<file path="config.mk">
export PLATFORM = sky130hd
export DESIGN_NAME = canopen_frame_classifier_unit
export DESIGN_NICKNAME = d
export VERILOG_FILES = /design/src/hw/rtl/cfcu_pkg.sv /design/src/hw/rtl/canopen_frame_classifier_unit.sv
export VERILOG_INCLUDE_DIRS = /design/src /design/src/hw/rtl
export SDC_FILE = /design/constraint.sdc
export NUM_CORES = 1
export LEC_CHECK = 0
export BUFFER_PORTS_ARGS = -buffer_cell sky130_fd_sc_hd__buf_2
export CAP_MARGIN = 10
export CORE_MARGIN = 3
export CORE_UTILIZATION = 45
export DETAILED_ROUTE_END_ITERATION = 6
export HOLD_SLACK_MARGIN = 0.06
export PLACE_DENSITY = 0.76
export REMOVE_ABC_BUFFERS = 1
export SLEW_MARGIN = 20
export SYNTH_ARGS = -nofsm -noshare
export SYNTH_HDL_FRONTEND = slang
export SYNTH_SLANG_ARGS = --single-unit
</file>
<file path="constraint.sdc">
create_clock -name clk -period 4.5 [get_ports clk]
set_clock_uncertainty 0.2 [all_clocks]
set_input_delay 1.35 -clock clk [delete_from_list [all_inputs] [get_ports clk]]
set_output_delay 1.35 -clock clk [all_outputs]
set_load 0.005 [all_outputs]
</file>
<file path="src/hw/rtl/canopen_frame_classifier_unit_assert.svh">
// Assertion macros for the frame classifier
`ifndef CANOPEN_FRAME_CLASSIFIER_UNIT_ASSERT_SVH
`define CANOPEN_FRAME_CLASSIFIER_UNIT_ASSERT_SVH

`ifndef SYNTHESIS
`define CFCU_ASSERT_IMP(lbl, ante, cons, msg) \
  lbl: assert property (@(posedge clk) disable iff (!rst_n) (ante) |-> (cons)) \
    else $error(msg);
`define CFCU_ASSERT_NXT(lbl, ante, cons, msg) \
  lbl: assert property (@(posedge clk) disable iff (!rst_n) (ante) |=> (cons)) \
    else $error(msg);
`else
`define CFCU_ASSERT_IMP(lbl, ante, cons, msg)
`define CFCU_ASSERT_NXT(lbl, ante, cons, msg)
`endif

`endif

</file>
<file path="src/hw/rtl/cfcu_pkg.sv">
`timescale 1ns / 1ps

package cfcu_pkg;

  localparam logic [3:0] KIND_IGNORED   = 4'd0;
  localparam logic [3:0] KIND_NMT       = 4'd1;
  localparam logic [3:0] KIND_SYNC      = 4'd2;
  localparam logic [3:0] KIND_EMCY      = 4'd3;
  localparam logic [3:0] KIND_TIME      = 4'd4;
  localparam logic [3:0] KIND_SDO_REQ   = 4'd5;
  localparam logic [3:0] KIND_SDO_RESP  = 4'd6;
  localparam logic [3:0] KIND_SDO_ABORT = 4'd7;
  localparam logic [3:0] KIND_HEARTBEAT = 4'd8;
  localparam logic [3:0] KIND_TPDO      = 4'd9;
  localparam logic [3:0] KIND_RPDO      = 4'd10;

  localparam logic [10:0] COB_NMT       = 11'h000;
  localparam logic [10:0] COB_SYNC      = 11'h080;
  localparam logic [10:0] COB_EMCY_LAST = 11'h0FF;
  localparam logic [10:0] COB_TIME      = 11'h100;
  localparam logic [10:0] COB_PDO_FIRST = 11'h180;
  localparam logic [10:0] COB_PDO_LAST  = 11'h57F;
  localparam logic [10:0] COB_RSP_FIRST = 11'h580;
  localparam logic [10:0] COB_RSP_LAST  = 11'h5FF;
  localparam logic [10:0] COB_REQ_FIRST = 11'h600;
  localparam logic [10:0] COB_REQ_LAST  = 11'h67F;
  localparam logic [10:0] COB_HB_FIRST  = 11'h700;
  localparam logic [10:0] COB_HB_LAST   = 11'h77F;

  localparam logic [7:0] SDO_CMD_ABORT = 8'h80;

  typedef struct packed {
    logic [3:0]  kind;
    logic [7:0]  node_id;
    logic [2:0]  pdo_number;
    logic [7:0]  command_byte;
    logic [15:0] object_index;
    logic [7:0]  sub_index;
    logic [31:0] word_value;
    logic [15:0] days_value;
    logic        value_valid;
    logic [2:0]  value_bytes;
  } cfcu_result_t;

endpackage

</file>
<file path="src/hw/rtl/canopen_frame_classifier_unit.sv">
`timescale 1ns / 1ps
// Throughput: one frame per cycle; busy stays low, start may be held high.
// Path: input register, one pass of compare and select logic, result register.
// Reset (synchronous, rst_n low): strobe and pipeline valid clear, decode_enable sets.
// The receiver cannot stall: out_valid lasts exactly one cycle per frame.
`include "canopen_frame_classifier_unit_assert.svh"

module canopen_frame_classifier_unit import cfcu_pkg::*; (
  input  logic        clk,
  input  logic        rst_n,
  input  logic        start,
  output logic        busy,
  input  logic [10:0] in_can_id,
  input  logic        in_is_extended,
  input  logic        in_is_remote,
  input  logic [3:0]  in_byte_count,
  input  logic [63:0] in_payload,
  input  logic        cfg_valid,
  output logic        cfg_ready,
  input  logic        cfg_data,
  output logic        out_valid,
  output logic [3:0]  out_kind,
  output logic [7:0]  out_node_id,
  output logic [2:0]  out_pdo_number,
  output logic [7:0]  out_command_byte,
  output logic [15:0] out_object_index,
  output logic [7:0]  out_sub_index,
  output logic [31:0] out_word_value,
  output logic [15:0] out_days_value,
  output logic        out_value_valid,
  output logic [2:0]  out_value_bytes
);

  logic         decode_enable_r;
  logic         in_valid_r;
  logic [10:0]  id_r;
  logic         ext_r;
  logic         rtr_r;
  logic [3:0]   len_r;
  logic [63:0]  pl_r;
  logic         out_valid_r;
  cfcu_result_t res_r;
  cfcu_result_t res_nxt;

  logic [3:0]   len_sat;
  logic [7:0]   cmd;
  logic [10:0]  pdo_off;
  logic [2:0]   exp_size;
  logic [31:0]  exp_word;

  assign busy      = 1'b0;
  assign cfg_ready = 1'b1;

  always_ff @(posedge clk) begin
    if (!rst_n) begin
      decode_enable_r <= 1'b1;
      in_valid_r      <= 1'b0;
      out_valid_r     <= 1'b0;
    end else begin
      if (cfg_valid && cfg_ready) begin
        decode_enable_r <= cfg_data;
      end
      in_valid_r  <= start && !busy;
      out_valid_r <= in_valid_r;
    end
  end

  always_ff @(posedge clk) begin
    if (start && !busy) begin
      id_r  <= in_can_id;
      ext_r <= in_is_extended;
      rtr_r <= in_is_remote;
      len_r <= in_byte_count;
      pl_r  <= in_payload;
    end
    if (in_valid_r) begin
      res_r <= res_nxt;
    end
  end

  always_comb begin
    len_sat  = (len_r > 4'd8) ? 4'd8 : len_r;
    cmd      = pl_r[7:0];
    pdo_off  = id_r - COB_PDO_FIRST;
    exp_size = cmd[0] ? (3'd4 - {1'b0, cmd[3:2]}) : 3'd4;
    case (exp_size)
      3'd1:    exp_word = {24'd0, pl_r[39:32]};
      3'd2:    exp_word = {16'd0, pl_r[47:32]};
      3'd3:    exp_word = {8'd0, pl_r[55:32]};
      default: exp_word = pl_r[63:32];
    endcase

    res_nxt = '0;
    if (ext_r || rtr_r || !decode_enable_r) begin
      res_nxt = '0;
    end else if (id_r == COB_NMT && len_sat >= 4'd2) begin
      res_nxt.kind         = KIND_NMT;
      res_nxt.command_byte = pl_r[7:0];
      res_nxt.node_id      = pl_r[15:8];
    end else if (id_r == COB_SYNC) begin
      res_nxt.kind = KIND_SYNC;
    end else if (id_r > COB_SYNC && id_r <= COB_EMCY_LAST) begin
      res_nxt.kind    = KIND_EMCY;
      res_nxt.node_id = {1'b0, id_r[6:0]};
      if (len_sat >= 4'd2) begin
        res_nxt.object_index = pl_r[15:0];
      end
      if (len_sat >= 4'd3) begin
        res_nxt.sub_index = pl_r[23:16];
      end
    end else if (id_r == COB_TIME) begin
      res_nxt.kind = KIND_TIME;
      if (len_sat >= 4'd6) begin
        res_nxt.word_value  = pl_r[31:0];
        res_nxt.days_value  = pl_r[47:32];
        res_nxt.value_valid = 1'b1;
      end
    end else if (((id_r >= COB_REQ_FIRST && id_r <= COB_REQ_LAST) ||
                  (id_r >= COB_RSP_FIRST && id_r <= COB_RSP_LAST)) && len_sat >= 4'd4) begin
      res_nxt.kind         = (id_r >= COB_REQ_FIRST) ? KIND_SDO_REQ : KIND_SDO_RESP;
      res_nxt.node_id      = {1'b0, id_r[6:0]};
      res_nxt.command_byte = cmd;
      res_nxt.object_index = pl_r[23:8];
      res_nxt.sub_index    = pl_r[31:24];
      if (id_r < COB_REQ_FIRST && cmd == SDO_CMD_ABORT && len_sat == 4'd8) begin
        res_nxt.kind        = KIND_SDO_ABORT;
        res_nxt.word_value  = pl_r[63:32];
        res_nxt.value_valid = 1'b1;
      end else if (cmd[1] && len_sat == 4'd8) begin
        res_nxt.word_value  = exp_word;
        res_nxt.value_valid = 1'b1;
        res_nxt.value_bytes = exp_size;
      end
    end else if (id_r >= COB_HB_FIRST && id_r <= COB_HB_LAST && len_sat >= 4'd1) begin
      res_nxt.kind         = KIND_HEARTBEAT;
      res_nxt.node_id      = {1'b0, id_r[6:0]};
      res_nxt.command_byte = pl_r[7:0];
    end else if (id_r >= COB_PDO_FIRST && id_r <= COB_PDO_LAST) begin
      res_nxt.kind       = pdo_off[7] ? KIND_RPDO : KIND_TPDO;
      res_nxt.pdo_number = {1'b0, pdo_off[9:8]} + 3'd1;
      res_nxt.node_id    = {1'b0, pdo_off[6:0]};
    end
  end

  assign out_valid        = out_valid_r;
  assign out_kind         = res_r.kind;
  assign out_node_id      = res_r.node_id;
  assign out_pdo_number   = res_r.pdo_number;
  assign out_command_byte = res_r.command_byte;
  assign out_object_index = res_r.object_index;
  assign out_sub_index    = res_r.sub_index;
  assign out_word_value   = res_r.word_value;
  assign out_days_value   = res_r.days_value;
  assign out_value_valid  = res_r.value_valid;
  assign out_value_bytes  = res_r.value_bytes;

  `CFCU_ASSERT_NXT(a_start_to_result, start, ##1 out_valid,
                   "accepted frame lost in pipeline")
  `CFCU_ASSERT_NXT(a_cfg_write, cfg_valid && cfg_ready,
                   decode_enable_r == $past(cfg_data), "enable write not taken")
  `CFCU_ASSERT_IMP(a_ignored_clean, out_valid && out_kind == KIND_IGNORED,
                   out_node_id == 8'd0 && out_word_value == 32'd0 && !out_value_valid,
                   "ignored frame carries data")
  `CFCU_ASSERT_IMP(a_bytes_sdo, out_valid && out_value_bytes != 3'd0,
                   out_value_valid && (out_kind == KIND_SDO_REQ || out_kind == KIND_SDO_RESP),
                   "value bytes outside expedited SDO")
  `CFCU_ASSERT_IMP(a_pdo_number, out_valid && out_pdo_number != 3'd0,
                   out_kind == KIND_TPDO || out_kind == KIND_RPDO,
                   "PDO number on non-PDO kind")

endmodule
</file>
Word-level counts from Yosys, hierarchy flattened
Index checks and enable logic that the tools add are counted.
W data, S select, Z words.
{"block": "totals", "out_inout_bits": 102, "wordCells": 129, "register_bits": 183}
{"block": "classes", "add_sub_neg": 3, "n_eq_ne": 7, "mux": 54, "bitwise": 4, "n_reduce_logical": 23, "order_cmp": 17}
{"cell": "$mux W56", "count": 6}
{"cell": "$mux W15", "count": 8}
{"cell": "$mux W32", "count": 3}
{"cell": "$pmux W32 S3", "count": 1}
{"cell": "$mux W95", "count": 1}
{"cell": "$mux W12", "count": 7}
{"cell": "$mux W52", "count": 1}
{"cell": "$mux W49", "count": 1}
{"cell": "$le A11 B11 Y1 const B", "count": 4}
{"cell": "$mux W43", "count": 1}
{"cell": "$ge A11 B11 Y1 const B", "count": 3}
{"cell": "$mux W16", "count": 2}
{"cell": "$mux W8", "count": 4}
{"cell": "$mux W24", "count": 1}
{"cell": "$mux W3", "count": 6}
{"cell": "$mux W4", "count": 3}
{"cell": "$eq A11 B8 Y1 const B", "count": 1}
{"cell": "$eq A11 B9 Y1 const B", "count": 1}
{"cell": "$ge A11 B9 Y1 const B", "count": 1}
{"cell": "$gt A11 B8 Y1 const B", "count": 1}
{"cell": "$le A11 B8 Y1 const B", "count": 1}
{"cell": "$logic_and A1 B1 Y1", "count": 11}
{"cell": "$logic_not A11 Y1", "count": 1}
{"cell": "$lt A11 B11 Y1 const B", "count": 1}
{"cell": "26 further kinds", "count": 38}

Longest topological paths before layout
{"block": "depth", "word_depth": 22, "mapped_depth": 10}

Least setup slack after synthesis
OpenSTA, ideal clock, no wires.
{"block": "synth_path", "path_type": "register to register", "from": "reg in_valid_r", "to": "reg res_r (netlist bit out_command_byte[0]) (enable)", "arrival_ns": 2.448, "slack_ns": 1.385, "path_buffers": 0, "period_less_slack_ns": 3.115, "setup_time_ns": 0.467, "stages_incl_launch_ff": 1, "t_required_ns": 3.833, "cell_sequence": "dfxtp_1"}
{"item": "from (decl)", "line": "canopen_frame_classifier_unit.sv:35", "source": "logic in_valid_r;"}
{"item": "from (signal assigned)", "line": "canopen_frame_classifier_unit.sv:63", "source": "in_valid_r <= start && !busy;"}
{"item": "to (signal assigned)", "line": "canopen_frame_classifier_unit.sv:77", "source": "res_r <= res_nxt;"}
{"item": "to (decl)", "line": "canopen_frame_classifier_unit.sv:42", "source": "cfcu_result_t res_r;"}
No word-level cell between the ends.

Final worst setup path
{"block": "layout_path", "from": "reg id_r[8]", "to": "reg res_r (netlist bit out_word_value[12]) (data pin)"}
{"block": "layout_via", "elab_chain_len": 11}
{"item": "from (decl)", "line": "canopen_frame_classifier_unit.sv:36", "source": "logic [10:0] id_r;"}
{"item": "from (signal assigned)", "line": "canopen_frame_classifier_unit.sv:70", "source": "id_r <= in_can_id;"}
{"item": "$lt A11 B11 Y1, or another cell as far along", "line": "canopen_frame_classifier_unit.sv:125", "source": "if (id_r < COB_REQ_FIRST && cmd == SDO_CMD_ABORT && len_sat == 4'd8) begin"}
{"item": "$logic_and A1 B1 Y1 (on tied branches)", "line": "canopen_frame_classifier_unit.sv:125, canopen_frame_classifier_unit.sv:118, canopen_frame_classifier_unit.sv:119"}
{"item": "$logic_and A1 B1 Y1 or $logic_or A1 B1 Y1 (tied branches)", "line": "canopen_frame_classifier_unit.sv:125, canopen_frame_classifier_unit.sv:118"}
{"item": "$mux W32 or $logic_and A1 B1 Y1 (tied branches)", "line": "canopen_frame_classifier_unit.sv:125, canopen_frame_classifier_unit.sv:119"}
{"item": "$mux W56", "line": "canopen_frame_classifier_unit.sv:118", "source": "end else if (((id_r >= COB_REQ_FIRST && id_r <= COB_REQ_LAST) ||"}
{"item": "$mux W56", "line": "canopen_frame_classifier_unit.sv:111", "source": "end else if (id_r == COB_TIME) begin"}
{"item": "$mux W56", "line": "canopen_frame_classifier_unit.sv:102", "source": "end else if (id_r > COB_SYNC && id_r <= COB_EMCY_LAST) begin"}
{"item": "$mux W56", "line": "canopen_frame_classifier_unit.sv:100", "source": "end else if (id_r == COB_SYNC) begin"}
{"item": "$mux W56", "line": "canopen_frame_classifier_unit.sv:96", "source": "end else if (id_r == COB_NMT && len_sat >= 4'd2) begin"}
{"item": "$mux W56", "line": "canopen_frame_classifier_unit.sv:94", "source": "if (ext_r || rtr_r || !decode_enable_r) begin"}
{"item": "$mux W32", "line": "canopen_frame_classifier_unit.sv:111"}
Parallel ways exist; a longest one is shown, timed or not. The select of a mux whose other input is x is not followed.
A chain may end at the register's enable or synchronous reset.

==> flow_summary.toml <==
[global_routing]
grt_start_max_net_pins = 83
grtUsageTotal_pct = 19.80
antenna_found_initial = 2
grt_pass1_wl_mm = 26.28
overflow = 0
grt_pass1_vias = 4635

[yosys]
async_flop_share_pct = 0
synth_edf_count = 180
yosysWarningCount = 0
synth_area_per_cell_um2 = 16.54
ys_seq_area_share_pct = 75.26
synth-seq-cells = 183
syn_inst = 439
synth_area_um2 = 7262
ys.flop_type = "edfxtp_1"
synth_cell_types = 56

[setup_path]
cp-start-kind = "flop"
arrival_ns = 3.55
reg2reg_slack_ns = 1.04
crit_chain = "ha_1 > nand2b_1 > nor3_1 > nor3_2 > nor4_4 > buf_4 > a32o_1"
crit_required_ns = 4.59
critPathMaxStageDelay_ns = 0.92
critical_path.max_fanout = 19
cp_slowest_cell = "nor4_4"
cp-end-kind = "flop"
crit_type = "reg2reg"

[sta]
final-setup-viol-count = 0
grt_setup_unrepaired = "no"
holdWs_ns = 0.2940
fin_crit_sh_pct = 76.84
fin_crit_ns = 3.458
slew_viol_final = 0
hold_viol_final = 0
worstMarginPinSlew_ns = 1.068
slew-limit-headroom_pct = 28.81
fmax_mhz = 289.2
tns_ns = 0

[final_layout]
drive_gt1_share_pct = 37.22
nFillCells = 1201
nNetsFinal = 713
multi_input_comb_area_um2 = 1622
layout.cells.non_filler = 846
area_growth_pct = 23.35
seqCellArea_um2 = 5469
final_cell_mix = "184 x buf_2, 180 x edfxtp_1, 30 x nor2_1"
final_common_cell = "buf_2"

[clocking]
clk_path_buf_depth = 2
cts_tree = "yes"
clk_pin_slew_worst_paths_ns = 0.07
cts_root_buf = "clkbuf_16"
post_cts_buffers = 0
clock_sinks = 183
cts_resized = 0
cts_hold_buf = 0
htree_levels = 4
cts_buffers = 17
clk_latency_ns = 0.43

[pwr]
intPower_mw = 2.957
seq_power_share_pct = 54.3
p_leak_nw = 3.273
p_sw_mw = 0.8558
p_clk_share_pct = 39.4
ir_drop_uv = 287.2
combPwrFrac_pct = 6.3
sw_frac_of_total_pct = 22.45
power_density_nw_per_um2 = 425.7

[die]
row_count = 45
dieHeight_um = 133.0
die-area_um2 = 17700
initial_core_util_pct = 46.90
die_x_um = 133.0
ioPinCount = 188
design.core.area_um2 = 15480

[route]
antenna_left = 0
post_drt_wl_per_cell_um = 20.69
wl_met2_mm = 8.423
met3WireLength_mm = 1.571
routed.top_layer = "met5"
drt-met1-wl_mm = 7.054
vias_per_cell = 5.548
finalWirelength_mm = 17.51
drtIter0Drc = 386
drc = 0
dr.pass1.iters = 5
routed-via-count = 4694

[status]
status = "completed"

[place]
numPortBuffers = 185
hpwlAfterDp_mm = 12.11
post-place-cells = 813
place.gp.congestion = 0.9476

[flow_run]
cap_violations = 0

[min_path]
hold_class = "reg2reg"
-- synthesized netlist by cell type, drive strengths merged (2+ instances only) --
cell,number,area [µm²]
a32o,24,240.2
or3,2,12.51
and3,12,75.07
conb,2,7.510
or2,2,12.51
o211ai,2,15.01
buf,21,152.6
edfxtp,180,5405
nor4,9,77.57
o21ai,7,35.03
a22o,15,131.4
nor2b,2,12.51
a31oi,3,18.77
nand3,6,30.03
xnor2,2,17.52
and2,19,118.9
inv,4,15.01
mux2i,2,20.02
clkbuf,8,30.03
nor3b,3,22.52
nor2,31,123.9
a211oi,3,22.52
nor3,14,85.08
a22oi,24,180.2
nand2,6,22.52
nand2b,3,18.77
a21oi,2,10.01
nand4,2,18.77
nor4b,2,23.77
dfxtp,3,60.06
ha,6,75.07
or4,3,22.52
-- metrics by stage --
stage / instance area [µm²] / total power [mW] / util, % / worst slack (ns)
CTS: 8955 / 3.840 / 57.83 / 1.074
floorplan: 7079 / 2.178 / - / 0.2534
finish: 8957 / 3.813 / 57.85 / 1.042
detailed placement: 8354 / 2.345 / 53.96 / 1.114
global route: 8957 / 3.943 / 57.85 / 0.8490
global placement: 8343 / 2.334 / 53.88 / 1.134
-- cells by family after synthesis --
| family | count (synthesis) | synth area share, % |
|---|---|---|
| other | 2 | 0.1034 |
| buffers and inverters | 33 | 2.722 |
| adder cells (fa/ha/maj) | 6 | 1.034 |
| AO/OA/AOI/OAI | 89 | 10.30 |
| AND/OR/NAND/NOR | 120 | 9.786 |
| flip-flops | 183 | 75.26 |
| XOR/XNOR | 3 | 0.3619 |
| multiplexers | 3 | 0.4307 |
-- routing by layer --
metal  global-route usage, %  vias up
li1                        -     2123
met1                   25.72     2257
met5                       0        -
met3                   5.437       33
met2                   31.41      279
met4                   8.603        2
-- power by group through the flow --
stage | Combinational [mW] | Clock (mW) | Sequential (mW)
finish | 0.241 | 1.50 | 2.07
global route | 0.265 | 1.60 | 2.08
CTS | 0.242 | 1.53 | 2.07
detailed placement | 0.241 | 0 | 2.10
global placement | 0.234 | 0 | 2.10
floorplan | 0.0939 | 0 | 2.08
-- flip-flops by register name, summed over array words and instances, names as in the netlist, 3 cells and up --
name	flops
id_r	11
len_r	4
out_command_byte	8
out_days_value	16
out_kind	4
out_node_id	8
out_object_index	16
out_pdo_number	3
out_sub_index	8
out_value_bytes	3
out_word_value	32
pl_r	64
-- critical path: cells and delay by family, from the launching register on --
kind	cells	cell delay (ns)
AND/OR/NAND/NOR	4	1.53
flip-flops	1	0.63
adder cells (fa/ha/maj)	1	0.38
buffers and inverters	1	0.37
AO/OA/AOI/OAI	1	0.19
-- layout make-up --
cell class | count | share of cell area, %
Sequential cell | 183 | 61.06
Multi-Input combinational cell | 223 | 18.10
Timing Repair Buffer | 192 | 10.99
Clock buffer | 17 | 4.749
Tap cell | 211 | 2.947
Clock inverter | 15 | 1.956
Inverter | 4 | 0.1676
Antenna cell | 1 | 0.02794
-- worst paths after layout --
| kind | startpoint | to | cells after the start |
|---|---|---|---|
| worst max-delay path | id_r[8] | out_word_value[12] | 7 |
| worst min-delay path | decode_enable_r | decode_enable_r | 2 |
| worst min register to register | decode_enable_r | decode_enable_r | 2 |
| worst max register to register | id_r[8] | out_word_value[12] | 7 |
No activity file was read; power rests on OpenSTA's default activity.
